File: config.mk
export PLATFORM = sky130hd
export DESIGN_NAME = json_bracket_repair_stream
export DESIGN_NICKNAME = d
export VERILOG_FILES = /design/src/hdl/jbr_pkg.sv /design/src/hdl/jbr_front.sv /design/src/hdl/jbr_queue.sv /design/src/hdl/jbr_back.sv /design/src/hdl/json_bracket_repair_stream.sv
export SDC_FILE = /design/constraint.sdc
export NUM_CORES = 1
export LEC_CHECK = 0
export BUFFER_PORTS_ARGS = -buffer_cell sky130_fd_sc_hd__buf_2
export CAP_MARGIN = 20
export CORE_MARGIN = 2
export CORE_UTILIZATION = 44
export CTS_CLUSTER_SIZE = 10
export DETAILED_ROUTE_END_ITERATION = 7
export SYNTH_ARGS = -nofsm -noshare
export SYNTH_HDL_FRONTEND = slang
export SYNTH_SLANG_ARGS = --single-unit
File: constraint.sdc
create_clock -name aclk -period 15.3 [get_ports aclk]
set_input_delay 2.295 -clock aclk [delete_from_list [all_inputs] [get_ports aclk]]
set_output_delay 2.295 -clock aclk [all_outputs]
set_load 0.03 [all_outputs]
File: src/hdl/jbr_pkg.sv
// Shared types and constants for the JSON bracket repair stream.
package jbr_pkg;

    // Input commands
    localparam logic CMD_DATA = 1'b0;
    localparam logic CMD_END  = 1'b1;

    // Register index (word address) of the configuration register
    localparam logic REG_BUFFER_SIZE = 1'b0;

    localparam logic [16:0] BUFFER_SIZE_RESET = 17'd4096;

    // Characters
    localparam logic [7:0] CH_LBRACE = 8'h7B;  // '{'
    localparam logic [7:0] CH_LBRACK = 8'h5B;  // '['
    localparam logic [7:0] CH_RBRACE = 8'h7D;  // '}'
    localparam logic [7:0] CH_RBRACK = 8'h5D;  // ']'
    localparam logic [7:0] CH_COMMA  = 8'h2C;  // ','
    localparam logic [7:0] CH_SPACE  = 8'h20;  // ' '
    localparam logic [7:0] CH_TAB    = 8'h09;
    localparam logic [7:0] CH_LF     = 8'h0A;
    localparam logic [7:0] CH_CR     = 8'h0D;

    // Byte classes found by the front end
    typedef enum logic [2:0] {
        CLS_OTHER         = 3'd0,
        CLS_OPEN_BRACE    = 3'd1,
        CLS_OPEN_BRACKET  = 3'd2,
        CLS_CLOSE_BRACE   = 3'd3,
        CLS_CLOSE_BRACKET = 3'd4,
        CLS_BLANK         = 3'd5,
        CLS_COMMA         = 3'd6
    } cls_t;

    // Classified item as it travels through the queue
    typedef struct packed {
        logic       cmd;
        cls_t       cls;
        logic [7:0] data_byte;
    } item_t;

    // Stream settings derived from the configuration register
    typedef struct packed {
        logic [15:0] limit;         // bytes that may be written
        logic        size_nonzero;
    } cfg_t;

    // Result item; write_enable sits in the lowest bit once packed
    typedef struct packed {
        logic [15:0] final_length;
        logic        success;
        logic [15:0] comma_position;
        logic        fix_comma;
        logic [7:0]  write_byte;
        logic [15:0] write_position;
        logic        write_enable;
    } result_t;

    localparam int RESULT_W = $bits(result_t);

    function automatic cls_t classify(input logic [7:0] b);
        cls_t c;
        case (b)
            CH_LBRACE: c = CLS_OPEN_BRACE;
            CH_LBRACK: c = CLS_OPEN_BRACKET;
            CH_RBRACE: c = CLS_CLOSE_BRACE;
            CH_RBRACK: c = CLS_CLOSE_BRACKET;
            CH_COMMA:  c = CLS_COMMA;
            CH_SPACE,
            CH_TAB,
            CH_LF,
            CH_CR:     c = CLS_BLANK;
            default:   c = CLS_OTHER;
        endcase
        return c;
    endfunction

endpackage

File: src/hdl/jbr_front.sv
// Front end: takes input transfers, classifies the byte, holds one item.
module jbr_front (
    input  logic          aclk,
    input  logic          aresetn,
    input  logic          s_tvalid,
    output logic          s_tready,
    input  logic [7:0]    s_tdata,
    input  logic          s_tuser,
    output logic          item_valid,
    input  logic          item_ready,
    output jbr_pkg::item_t item
);
    import jbr_pkg::*;

    logic  valid_reg, valid_next;
    item_t item_reg, item_next;

    assign s_tready   = !valid_reg || item_ready;
    assign item_valid = valid_reg;
    assign item       = item_reg;

    always_comb begin
        valid_next = valid_reg;
        item_next  = item_reg;
        if (item_ready) begin
            valid_next = 1'b0;
        end
        if (s_tvalid && s_tready) begin
            valid_next          = 1'b1;
            item_next.cmd       = s_tuser;
            item_next.cls       = classify(s_tdata);
            item_next.data_byte = s_tdata;
        end
    end

    always_ff @(posedge aclk) begin
        if (!aresetn) begin
            valid_reg <= 1'b0;
        end else begin
            valid_reg <= valid_next;
        end
        item_reg <= item_next;
    end

endmodule

File: src/hdl/jbr_queue.sv
// Short FIFO of classified items between front and back end.
module jbr_queue #(
    parameter int DEPTH = 4   // power of two, at least 2
) (
    input  logic           aclk,
    input  logic           aresetn,
    input  logic           wr_valid,
    output logic           wr_ready,
    input  jbr_pkg::item_t wr_item,
    output logic           rd_valid,
    input  logic           rd_ready,
    output jbr_pkg::item_t rd_item
);
    import jbr_pkg::*;

    localparam int AW = $clog2(DEPTH);
    localparam int CW = $clog2(DEPTH + 1);

    item_t         slots_reg [DEPTH];
    logic [AW-1:0] wr_ptr_reg, wr_ptr_next;
    logic [AW-1:0] rd_ptr_reg, rd_ptr_next;
    logic [CW-1:0] count_reg, count_next;
    logic          do_wr, do_rd;

    assign wr_ready = (count_reg != CW'(DEPTH));
    assign rd_valid = (count_reg != '0);
    assign rd_item  = slots_reg[rd_ptr_reg];
    assign do_wr    = wr_valid && wr_ready;
    assign do_rd    = rd_valid && rd_ready;

    always_comb begin
        wr_ptr_next = wr_ptr_reg;
        rd_ptr_next = rd_ptr_reg;
        count_next  = count_reg;
        if (do_wr) begin
            wr_ptr_next = wr_ptr_reg + AW'(1);
        end
        if (do_rd) begin
            rd_ptr_next = rd_ptr_reg + AW'(1);
        end
        if (do_wr && !do_rd) begin
            count_next = count_reg + CW'(1);
        end else if (!do_wr && do_rd) begin
            count_next = count_reg - CW'(1);
        end
    end

    always_ff @(posedge aclk) begin
        if (!aresetn) begin
            wr_ptr_reg <= '0;
            rd_ptr_reg <= '0;
            count_reg  <= '0;
        end else begin
            wr_ptr_reg <= wr_ptr_next;
            rd_ptr_reg <= rd_ptr_next;
            count_reg  <= count_next;
        end
        if (do_wr) begin
            slots_reg[wr_ptr_reg] <= wr_item;
        end
    end

endmodule

File: src/hdl/jbr_back.sv
// Back end: bracket stack, buffer position tracking, closer emission, output register.
module jbr_back #(
    parameter int STACK_DEPTH = 64
) (
    input  logic              aclk,
    input  logic              aresetn,
    input  jbr_pkg::cfg_t     cfg,
    input  logic              item_valid,
    output logic              item_ready,
    input  jbr_pkg::item_t    item,
    output logic              m_tvalid,
    input  logic              m_tready,
    output jbr_pkg::result_t  result,
    output logic              m_tlast
);
    import jbr_pkg::*;

    localparam int DW = $clog2(STACK_DEPTH + 1);

    typedef enum logic [1:0] {
        ST_RUN   = 2'b01,
        ST_CLOSE = 2'b10
    } state_t;

    state_t                 state_reg, state_next;
    logic                   started_reg, started_next;
    logic [15:0]            written_reg, written_next;
    logic [DW-1:0]          depth_reg, depth_next;
    logic [STACK_DEPTH-1:0] kinds_reg, kinds_next;   // top of stack in bit 0
    logic [15:0]            vis_pos_reg, vis_pos_next;
    logic                   vis_comma_reg, vis_comma_next;
    logic                   fix_pend_reg, fix_pend_next;
    logic [15:0]            cpos_reg, cpos_next;
    logic                   out_valid_reg, out_valid_next;
    result_t                out_reg, out_next;
    logic                   out_last_reg, out_last_next;

    logic                   load_ok;
    logic                   is_open, is_close, close_kind;
    logic                   room;
    logic [15:0]            written_inc;
    logic [STACK_DEPTH:0]   push_vec, pop_vec;
    logic                   ok;
    logic                   fix_now;

    assign load_ok     = !out_valid_reg || m_tready;
    assign item_ready  = (state_reg == ST_RUN) && load_ok;
    assign m_tvalid    = out_valid_reg;
    assign result      = out_reg;
    assign m_tlast     = out_last_reg;

    assign is_open     = (item.cls == CLS_OPEN_BRACE) || (item.cls == CLS_OPEN_BRACKET);
    assign is_close    = (item.cls == CLS_CLOSE_BRACE) || (item.cls == CLS_CLOSE_BRACKET);
    assign close_kind  = (item.cls == CLS_CLOSE_BRACKET);
    assign room        = (written_reg < cfg.limit);
    assign written_inc = written_reg + 16'd1;
    assign push_vec    = {kinds_reg, (item.cls == CLS_OPEN_BRACKET)};
    assign pop_vec     = {1'b0, kinds_reg};
    assign ok          = started_reg && cfg.size_nonzero;
    assign fix_now     = (depth_reg != '0) && vis_comma_reg;

    always_comb begin
        state_next     = state_reg;
        started_next   = started_reg;
        written_next   = written_reg;
        depth_next     = depth_reg;
        kinds_next     = kinds_reg;
        vis_pos_next   = vis_pos_reg;
        vis_comma_next = vis_comma_reg;
        fix_pend_next  = fix_pend_reg;
        cpos_next      = cpos_reg;
        out_valid_next = out_valid_reg && !m_tready;
        out_next       = out_reg;
        out_last_next  = out_last_reg;

        case (state_reg)
            ST_RUN: begin
                if (item_valid && load_ok) begin
                    if (item.cmd == CMD_DATA) begin
                        if ((started_reg || is_open) && room) begin
                            started_next = 1'b1;
                            if (is_open) begin
                                if (depth_reg != DW'(STACK_DEPTH)) begin
                                    kinds_next = push_vec[STACK_DEPTH-1:0];
                                    depth_next = depth_reg + DW'(1);
                                end
                            end else if (is_close) begin
                                if (depth_reg != '0 && kinds_reg[0] == close_kind) begin
                                    kinds_next = pop_vec[STACK_DEPTH:1];
                                    depth_next = depth_reg - DW'(1);
                                end
                            end
                            if (item.cls != CLS_BLANK) begin
                                vis_pos_next   = written_reg;
                                vis_comma_next = (item.cls == CLS_COMMA);
                            end
                            written_next   = written_inc;
                            out_valid_next = 1'b1;
                            out_last_next  = 1'b0;
                            out_next       = '0;
                            out_next.write_enable   = 1'b1;
                            out_next.write_position = written_reg;
                            out_next.write_byte     = item.data_byte;
                        end else if (is_open) begin
                            // opener seen but buffer already full
                            started_next = 1'b1;
                        end
                    end else begin
                        if (depth_reg != '0 && room) begin
                            state_next    = ST_CLOSE;
                            fix_pend_next = fix_now;
                            cpos_next     = fix_now ? vis_pos_reg : 16'd0;
                        end else begin
                            // no open level or no room for a closer: single status result
                            out_valid_next = 1'b1;
                            out_last_next  = 1'b1;
                            out_next       = '0;
                            out_next.fix_comma      = fix_now;
                            out_next.comma_position = fix_now ? vis_pos_reg : 16'd0;
                            out_next.success        = ok;
                            out_next.final_length   = written_reg;
                            started_next   = 1'b0;
                            written_next   = '0;
                            depth_next     = '0;
                            vis_pos_next   = '0;
                            vis_comma_next = 1'b0;
                        end
                    end
                end
            end
            ST_CLOSE: begin
                if (load_ok) begin
                    out_valid_next = 1'b1;
                    out_next       = '0;
                    out_next.write_enable   = 1'b1;
                    out_next.write_position = written_reg;
                    out_next.write_byte     = kinds_reg[0] ? CH_RBRACK : CH_RBRACE;
                    out_next.fix_comma      = fix_pend_reg;
                    out_next.comma_position = fix_pend_reg ? cpos_reg : 16'd0;
                    fix_pend_next  = 1'b0;
                    kinds_next     = pop_vec[STACK_DEPTH:1];
                    depth_next     = depth_reg - DW'(1);
                    written_next   = written_inc;
                    out_last_next  = 1'b0;
                    if (depth_reg == DW'(1) || written_inc >= cfg.limit) begin
                        out_last_next           = 1'b1;
                        out_next.success        = ok;
                        out_next.final_length   = written_inc;
                        state_next     = ST_RUN;
                        started_next   = 1'b0;
                        written_next   = '0;
                        depth_next     = '0;
                        vis_pos_next   = '0;
                        vis_comma_next = 1'b0;
                    end
                end
            end
            default: begin
                state_next = ST_RUN;
            end
        endcase
    end

    always_ff @(posedge aclk) begin
        if (!aresetn) begin
            state_reg     <= ST_RUN;
            started_reg   <= 1'b0;
            written_reg   <= '0;
            depth_reg     <= '0;
            vis_pos_reg   <= '0;
            vis_comma_reg <= 1'b0;
            fix_pend_reg  <= 1'b0;
            out_valid_reg <= 1'b0;
        end else begin
            state_reg     <= state_next;
            started_reg   <= started_next;
            written_reg   <= written_next;
            depth_reg     <= depth_next;
            vis_pos_reg   <= vis_pos_next;
            vis_comma_reg <= vis_comma_next;
            fix_pend_reg  <= fix_pend_next;
            out_valid_reg <= out_valid_next;
        end
        kinds_reg    <= kinds_next;
        cpos_reg     <= cpos_next;
        out_reg      <= out_next;
        out_last_reg <= out_last_next;
    end

endmodule

File: src/hdl/json_bracket_repair_stream.sv
// Top level: JSON bracket repair stream with APB configuration.
// Path: a data byte passes the front item register, then the queue, then the back end's out reg,
// from which it is transferred.
// Throughput: one data byte per cycle; an end item with open levels and room left yields closers, one per cycle.
// Rate is set by the back end: one queued item or one closer per cycle, unless the output stalls.
// Reset (aresetn, synchronous, active low): empty pipeline and queue, no stream open,
// buffer_size back to 4096. The bracket stack contents are not reset.
module json_bracket_repair_stream #(
    parameter int STACK_DEPTH = 64,  // 1..64 open levels tracked
    parameter int QUEUE_DEPTH = 4    // front/back queue entries, power of two
) (
    input  logic        aclk,
    input  logic        aresetn,
    // input stream
    input  logic        s_tvalid,
    output logic        s_tready,
    input  logic [7:0]  s_tdata,   // [7:0] data_byte
    input  logic        s_tuser,   // [0] command (0 data, 1 end)
    // result stream
    output logic        m_tvalid,
    input  logic        m_tready,
    output logic [63:0] m_tdata,   // [0] write_enable, [16:1] write_position,
                                   // [24:17] write_byte, [25] fix_comma,
                                   // [41:26] comma_position, [42] success,
                                   // [58:43] final_length, [63:59] zero
    output logic        m_tlast,   // last result of an end item
    // configuration
    input  logic        psel,
    input  logic        penable,
    input  logic        pwrite,
    input  logic [2:0]  paddr,
    input  logic [31:0] pwdata,
    output logic [31:0] prdata,
    output logic        pready
);
    import jbr_pkg::*;

    logic [16:0] buffer_size_reg, buffer_size_next;
    cfg_t        cfg;
    logic        cfg_write;

    logic        f_valid, f_ready;
    item_t       f_item;
    logic        q_valid, q_ready;
    item_t       q_item;
    result_t     res;

    // ---------------- configuration ----------------
    assign pready    = 1'b1;
    assign cfg_write = psel && penable && pwrite && pready && (paddr[2] == REG_BUFFER_SIZE);
    assign prdata    = (paddr[2] == REG_BUFFER_SIZE) ? {15'd0, buffer_size_reg} : 32'd0;

    always_comb begin
        buffer_size_next = buffer_size_reg;
        if (cfg_write) begin
            buffer_size_next = pwdata[16:0];
        end
    end

    always_ff @(posedge aclk) begin
        if (!aresetn) begin
            buffer_size_reg <= BUFFER_SIZE_RESET;
        end else begin
            buffer_size_reg <= buffer_size_next;
        end
    end

    // One place is kept for the terminator; sizes above 64 KiB clamp.
    always_comb begin
        cfg.size_nonzero = (buffer_size_reg != 17'd0);
        if (buffer_size_reg[16]) begin
            cfg.limit = 16'hFFFF;
        end else if (buffer_size_reg[15:0] == 16'd0) begin
            cfg.limit = 16'd0;
        end else begin
            cfg.limit = buffer_size_reg[15:0] - 16'd1;
        end
    end

    // ---------------- front: accept and classify ----------------
    jbr_front u_front (
        .aclk       (aclk),
        .aresetn    (aresetn),
        .s_tvalid   (s_tvalid),
        .s_tready   (s_tready),
        .s_tdata    (s_tdata),
        .s_tuser    (s_tuser),
        .item_valid (f_valid),
        .item_ready (f_ready),
        .item       (f_item)
    );

    // ---------------- queue between front and back ----------------
    jbr_queue #(
        .DEPTH (QUEUE_DEPTH)
    ) u_queue (
        .aclk     (aclk),
        .aresetn  (aresetn),
        .wr_valid (f_valid),
        .wr_ready (f_ready),
        .wr_item  (f_item),
        .rd_valid (q_valid),
        .rd_ready (q_ready),
        .rd_item  (q_item)
    );

    // ---------------- back: stack, writes, closers ----------------
    jbr_back #(
        .STACK_DEPTH (STACK_DEPTH)
    ) u_back (
        .aclk       (aclk),
        .aresetn    (aresetn),
        .cfg        (cfg),
        .item_valid (q_valid),
        .item_ready (q_ready),
        .item       (q_item),
        .m_tvalid   (m_tvalid),
        .m_tready   (m_tready),
        .result     (res),
        .m_tlast    (m_tlast)
    );

    assign m_tdata = {(64 - RESULT_W)'(0), res};

endmodule
Word level (Yosys, flattened, before mapping)

Memory sizes are Yosys's and may differ from the RTL's. A register that Yosys moved wholly into a read port is not among the register bits.
Index checks and enable logic that the tools add are counted.

Register bits after elaboration: 222
RAM bits: 48
Bits of input ports: 51
Output and inout bits: 100
Logic and storage cells: 212
Memories: 1

Memory list:

| memory            | words | width | rd ports | clocked after memory_dff | wr ports | line            | RTL |
|---|---|---|---|---|---|---|---|
| u_queue.slots_reg | 4     | 12    | 1        | 1                        | 1        | jbr_queue.sv:19 | `item_t slots_reg [DEPTH];` |

$add $sub $neg: 8
$lt $le $gt $ge: 2
Equal/unequal tests: 38
Mux-type cells: 93
Bitwise logic cells: 1
Reductions and logical operators: 43

Operators by type and width:

| operator                                            | number |
|---|---|
| two-way mux 64 bit                                  | 8 |
| two-way mux 59 bit                                  | 5 |
| two-way mux 16 bit                                  | 16 |
| case mux 64 bit (2 select lines)                    | 1 |
| case mux 59 bit (2 select lines)                    | 1 |
| two-way mux 7 bit                                   | 10 |
| case mux 16 bit (2 select lines)                    | 2 |
| two-way mux 17 bit                                  | 2 |
| == test 8 x 7 -> 1 bit (second input constant)      | 4 |
| two-way mux 1 bit                                   | 30 |
| == test 8 x 4 -> 1 bit (second input constant)      | 3 |
| case mux 3 bit (6 select lines)                     | 1 |
| nonzero test 17 bit                                 | 1 |
| adder 16 x 1 -> 16 bit (second input constant)      | 1 |
| == test 8 x 6 -> 1 bit (second input constant)      | 2 |
| greater-or-equal comparator 16 bit                  | 1 |
| logical AND 1 bit                                   | 16 |
| logical NOT 16 bit                                  | 1 |
| < comparator 16 bit                                 | 1 |
| AND reduction 8 bit                                 | 2 |
| subtractor 16 x 1 -> 16 bit (second input constant) | 1 |
| AND reduction 5 bit                                 | 3 |
| two-way mux 2 bit                                   | 7 |
| case mux 7 bit (2 select lines)                     | 1 |
| other kinds (35)                                    | 65 |

Logic depth before layout (Yosys ltp)

Word-level depth: 10
Depth in mapped cells: 18
Depth with buffers taken out: 17

Hierarchy

A second synthesis with hierarchy kept.

Cells, all modules: 1,088
Area total of the unflattened synthesis: 13,225.2 um2

Modules (own cells, without submodules):

| module                     | times used | cells an instance | area an instance (um2) | sequential area each (um2) |
|---|---|---|---|---|
| jbr_back                   | 1          | 755               | 9,092.5                | 5,104.9 |
| jbr_queue                  | 1          | 110               | 2,234.6                | 1,621.6 |
| json_bracket_repair_stream | 1          | 178               | 1,301.2                | 340.3 |
| jbr_front                  | 1          | 45                | 596.8                  | 380.4 |

Least setup slack after synthesis

Ideal clock, no wire load.

Path type: register to register
From: register buffer_size_reg[2]
To: register u_back.kinds_reg[0] (enable)
Library setup time: 0.507 ns
Arrival: 5.836 ns
Slack: 8.956 ns
Cell stages (with the launch flop): 14
Buffers on the path: 0
Clock period less this slack: 6.344 ns
Cells stage by stage: dfxtp_1 > nor4_4 > nand2_1 > nor4_1 > xor2_1 > a21oi_1 > ha_1 > a21o_1 > o21ai_0 > o21ai_0 > o21bai_1 > o211a_4 > nand3_1 > a21oi_1

Word-level cells in the longest chain between the ends: 7
Elaborated cells on any way between the ends: 8
Those cells by class: add/sub (1); order compare (1); eq/ne (1); mux (2); reduce/logical (3)

RTL lines:

| item                                                              | line                                                               | RTL |
|---|---|---|
| start: declaration                                                | json_bracket_repair_stream.sv:38                                   | `logic [16:0] buffer_size_reg, buffer_size_next;` |
| start signal: assignment                                          | json_bracket_repair_stream.sv:64                                   | `buffer_size_reg <= buffer_size_next;` |
| subtractor 16 x 1 -> 16 bit or logical NOT 16 bit (tied branches) | json_bracket_repair_stream.sv:76, json_bracket_repair_stream.sv:73 |  |
| two-way mux 16 bit (*)                                            | json_bracket_repair_stream.sv:73                                   | `end else if (buffer_size_reg[15:0] == 16'd0) begin` |
| two-way mux 16 bit (*)                                            | json_bracket_repair_stream.sv:71                                   | `if (buffer_size_reg[16]) begin` |
| < comparator 16 bit (*)                                           | jbr_back.sv:55                                                     | `assign room = (written_reg < cfg.limit);` |
| logical AND 1 bit (*)                                             | jbr_back.sv:80                                                     | `if ((started_reg \|\| is_open) && room) begin` |
| inequality test 2 bit (no source line) (*)                        | n/a                                                                |  |
| AND reduction 8 bit (no source line) (*)                          | n/a                                                                |  |
| end signal: assignment                                            | jbr_back.sv:184                                                    | `kinds_reg <= kinds_next;` |
| end: declaration                                                  | jbr_back.sv:29                                                     | `logic [STACK_DEPTH-1:0] kinds_reg, kinds_next;` |

Mark *: on every way between the ends. The rest lies on a longest branch, timed or not.
A chain may end at the register's enable or synchronous reset.

Worst setup path after layout

From: register u_back.written_reg[2]
To: register u_back.written_reg[13]

Word-level cells in the longest chain between the ends: 6
Elaborated cells on any way between the ends: 15
Those cells by class: add/sub (1); order compare (2); eq/ne (2); mux (6); reduce/logical (4)

RTL lines:

| item                               | line            | RTL |
|---|---|---|
| start: declaration                 | jbr_back.sv:27  | `logic [15:0] written_reg, written_next;` |
| start signal: assignment           | jbr_back.sv:177 | `written_reg <= written_next;` |
| adder 16 x 1 -> 16 bit             | jbr_back.sv:56  | `assign written_inc = written_reg + 16'd1;` |
| greater-or-equal comparator 16 bit | jbr_back.sv:145 | `if (depth_reg == DW'(1) \|\| written_inc >= cfg.limit) begin` |
| logical OR 1 bit                   | jbr_back.sv:145 |  |
| two-way mux 16 bit                 | jbr_back.sv:145 |  |
| two-way mux 16 bit                 | jbr_back.sv:132 | `if (load_ok) begin` |
| case mux 16 bit (2 select lines)   | jbr_back.sv:76  | `case (state_reg)` |

Several ways; a longest one is shown, not always the timed one. The select of a mux whose other input is x is not followed.

==> impl_metrics.json <==
{
  "hold_class": "register to register",
  "cts_tree": "done",
  "globalplace.congestion": 0.8261,
  "fmax_mhz": 185.8,
  "worstPathArrival_ns": 5.82,
  "drt-wirelength-per-cell_um": 16.32,
  "slowest_delay_ns": 0.80,
  "setup_viol": 0,
  "fin_crit_sh_pct": 35.19,
  "wirelength_mm": 25.75,
  "grt_pass1_wl_mm": 42.15,
  "grt_use_total_pct": 16.91,
  "r2r_end": "u_back.written_reg[13]",
  "vias": 8375,
  "required_ns": 15.74,
  "numCtsBuffers": 34,
  "clk_path_buf_depth": 3,
  "drc": 0,
  "post_drt_via_cell_ratio": 5.307,
  "slowest_stage": "nor2_1",
  "grt_max_degree": 65,
  "vdd_drop_max_mv": 0.1792,
  "port_buffers": 112,
  "ys_ff_latch": 272,
  "rsz0062_at_grt": "false",
  "relSlewSlack_pct": 35.54,
  "fin_nets": 1267,
  "p_per_area_nw_per_um2": 201.0,
  "cpMostUsedCell": "nor2_1",
  "ys.flop_type": "edfxtp_1",
  "ctsHoldBuffers": 0,
  "area_delta_synth_final_pct": 14.25,
  "drt_pass1_iterations": 5,
  "hp-start": "u_back.vis_comma_reg",
  "ioPinCount": 151,
  "cap_violations": 0,
  "tightest_slew_ns": 0.9658,
  "syn_inst": 1074,
  "cp_max_fo": 11,
  "fillers": 2591,
  "grt_pass1_vias": 7990,
  "drv_slew": 0,
  "hold_viol_final": 0,
  "outcome": "completed",
  "synthTopCellsByArea": "edfxtp_1 47%, dfxtp_1 11%, mux2_2 5.7%",
  "criticalPathCategory": "register to register",
  "antenna_found_initial": 0,
  "synth_edf_count": 200,
  "worstSkewPairLatency_ns": 0.50,
  "r2r.worst_path.cells": 16,
  "placementRows": 62,
  "initial_core_util_pct": 44.76,
  "htree_num_levels": 2,
  "grt_overflow": 0,
  "seq_area_frac_synth_pct": 57.81,
  "postCtsResizedCells": 0,
  "cp_top_family": "simple AND/OR/NAND/NOR gates",
  "place_ws_ns": 9.998,
  "syn_area_um2": 12880,
  "synth_top_cell_area_share_pct": 46.62,
  "hpwlAfterDp_mm": 17.10,
  "syn_area_per_cell_um2": 11.99,
  "clk_pin_slew_ns": 0.06,
  "yosys.cell_types.count": 68,
  "period_needed_ns": 5.383,
  "synth-async-reset-ratio_pct": 0,
  "cp-end-kind": "register",
  "cp-startpoint": "u_back.written_reg[2]",
  "register_area_um2": 7447,
  "multi_input_area_um2": 5034,
  "cp_cell_sequence": "and3_1 -> nand3_1 -> nor2_1 -> and3_1 -> nand3_1 -> nor3_1 -> xor2_1 -> ha_1 -> a21oi_1 -> o31ai_1 -> a211oi_1 -> nor2_1 -> nor2_1 -> inv_1 -> nor2_2 -> a32o_1",
  "clockRootBuffer": "clkbuf_16",
  "initialDrtViolationCount": 662,
  "fp.dieW_um": 175.1,
  "largest_reg_flops": 64,
  "final_antenna_net_count": 0,
  "clock-skew-final_ns": 0.01811,
  "ys_warn_count": 0,
  "core_um2": 28780,
  "die_area_um2": 30660,
  "clock_sinks": 272,
  "fin_ws_ns": 9.917,
  "p_leak_nw": 5.559,
  "cp-start-kind": "register",
  "reg2reg_from": "u_back.written_reg[2]",
  "synth_top_area_cell": "edfxtp_1",
  "crit_end": "u_back.written_reg[13]",
  "antennaDiodeCount": 0,
  "cts_setup_buffers": 0,
  "tns_ns": 0,
  "rrSetupSlack_ns": 9.92,
  "cp_num_buf_inv": 1,
  "drive_above_1_share_pct": 21.19,
  "cp_num_cells": 16,
  "die_h_um": 175.1
}
-- report_power, final --
group / internal, mW / switching, mW / total, mW
sequential: 1.09 / 0.0910 / 1.18
clock: 0.451 / 0.287 / 0.738
combinational: 0.344 / 0.692 / 1.04
total: 1.89 / 1.07 / 2.96
-- kinds of logic after synthesis --
group                      share of synthesized area [%]
buffers and inverters                              3.817
DFF                                                57.81
xor gates and xnor gates                           2.448
other                                            0.05830
muxes                                              7.916
AOI/OAI and AO/OA                                  11.52
and+or+nand+nor                                    12.02
adders and majority gates                          4.410
-- worst min-delay path by stage --
stage                                      end  slack [ns]  depth (start not counted)
after floorplan           u_back.vis_comma_reg        0.45                          2
after global placement    u_back.vis_comma_reg        0.46                          2
after detailed placement  u_back.vis_comma_reg        0.46                          2
after CTS                 u_back.vis_comma_reg        0.47                          2
after global routing      u_back.vis_comma_reg        0.51                          2
final                     u_back.vis_comma_reg        0.47                          2
-- metal layers --
layer	vias up	wire [µm]	share of wire (%)	track usage, %
li1	4115	-	-	-
met1	4000	12600	49	24.77
met2	219	11430	44	25.90
met3	41	1210	4.7	2.807
met4	0	517	2.0	4.896
met5	-	0	0	0
-- worst min-delay path, stage by stage, from the launching register on --
cell	delay, ns
dfxtp_1	0.30
o21ai_0	0.06
a21oi_1	0.06
-- through the flow --
| stage | hold slack (ns) | utilization [%] | area, µm² | total power, mW | std cells |
|---|---|---|---|---|---|
| final | 0.4722 | 51.14 | 14720 | 2.958 | 1578 |
| after global routing | 0.5078 | 51.14 | 14720 | 3.134 | 1578 |
| after CTS | 0.4723 | 51.10 | 14710 | 2.989 | 1577 |
| after detailed placement | 0.4646 | 47.56 | 13690 | 2.237 | 1519 |
| after global placement | 0.4573 | 47.56 | 13690 | 2.225 | 1519 |
| after floorplan | 0.4488 | - | 12950 | 1.987 | 1093 |
-- area by class of cell --
type / count / area share (%)
multi-input cells: 716 / 34.20
well taps: 384 / 3.264
repair buffers: 122 / 4.344
inverters: 26 / 0.6631
clock inverters: 3 / 0.3230
flip-flops and latches: 272 / 50.60
clock buffers: 55 / 6.605
-- Yosys cell counts, types with 4 or more instances --
cell type and count:
a211oi_1 5, a21o_1 13, a21oi_1 76, a22o_1 25, a31oi_1 4, a32o_1 8, and2_1 44, and3_1 8
buf_1 4, buf_4 21, clkbuf_1 49, dfxtp_1 72, edfxtp_1 200, ha_1 43, inv_1 26, mux2_2 65
mux2i_1 4, mux4_2 11, nand2_1 103, nand2b_1 5, nand3_1 19, nand4_1 7, nor2_1 50, nor2b_1 19
nor3_1 11, nor4_1 4, o21a_1 4, o21ai_0 51, o22ai_1 9, o31ai_1 9, or3_1 14, xnor2_1 18
xor2_1 18
-- cell usage in the layout, fill, tap and decap left out, types with 10 or more instances in the layout --
| cell type | netlist | final |
|---|---|---|
| a21o_1 | 13 | 13 |
| a21oi_1 | 76 | 75 |
| a22o_1 | 25 | 25 |
| and2_1 | 44 | 44 |
| buf_2 | 3 | 112 |
| clkbuf_1 | 49 | 19 |
| clkbuf_16 | 0 | 36 |
| conb_1 | 2 | 21 |
| dfxtp_1 | 72 | 72 |
| edfxtp_1 | 200 | 200 |
| ha_1 | 43 | 43 |
| inv_1 | 26 | 25 |
| mux2_2 | 65 | 65 |
| mux4_2 | 11 | 11 |
| nand2_1 | 103 | 103 |
| nand3_1 | 19 | 19 |
| nor2_1 | 50 | 49 |
| nor2b_1 | 19 | 19 |
| nor3_1 | 11 | 10 |
| o21ai_0 | 51 | 51 |
| or3_1 | 14 | 14 |
| xnor2_1 | 18 | 18 |
| xor2_1 | 18 | 18 |
Note: power is estimated with default switching activity, not from simulation.
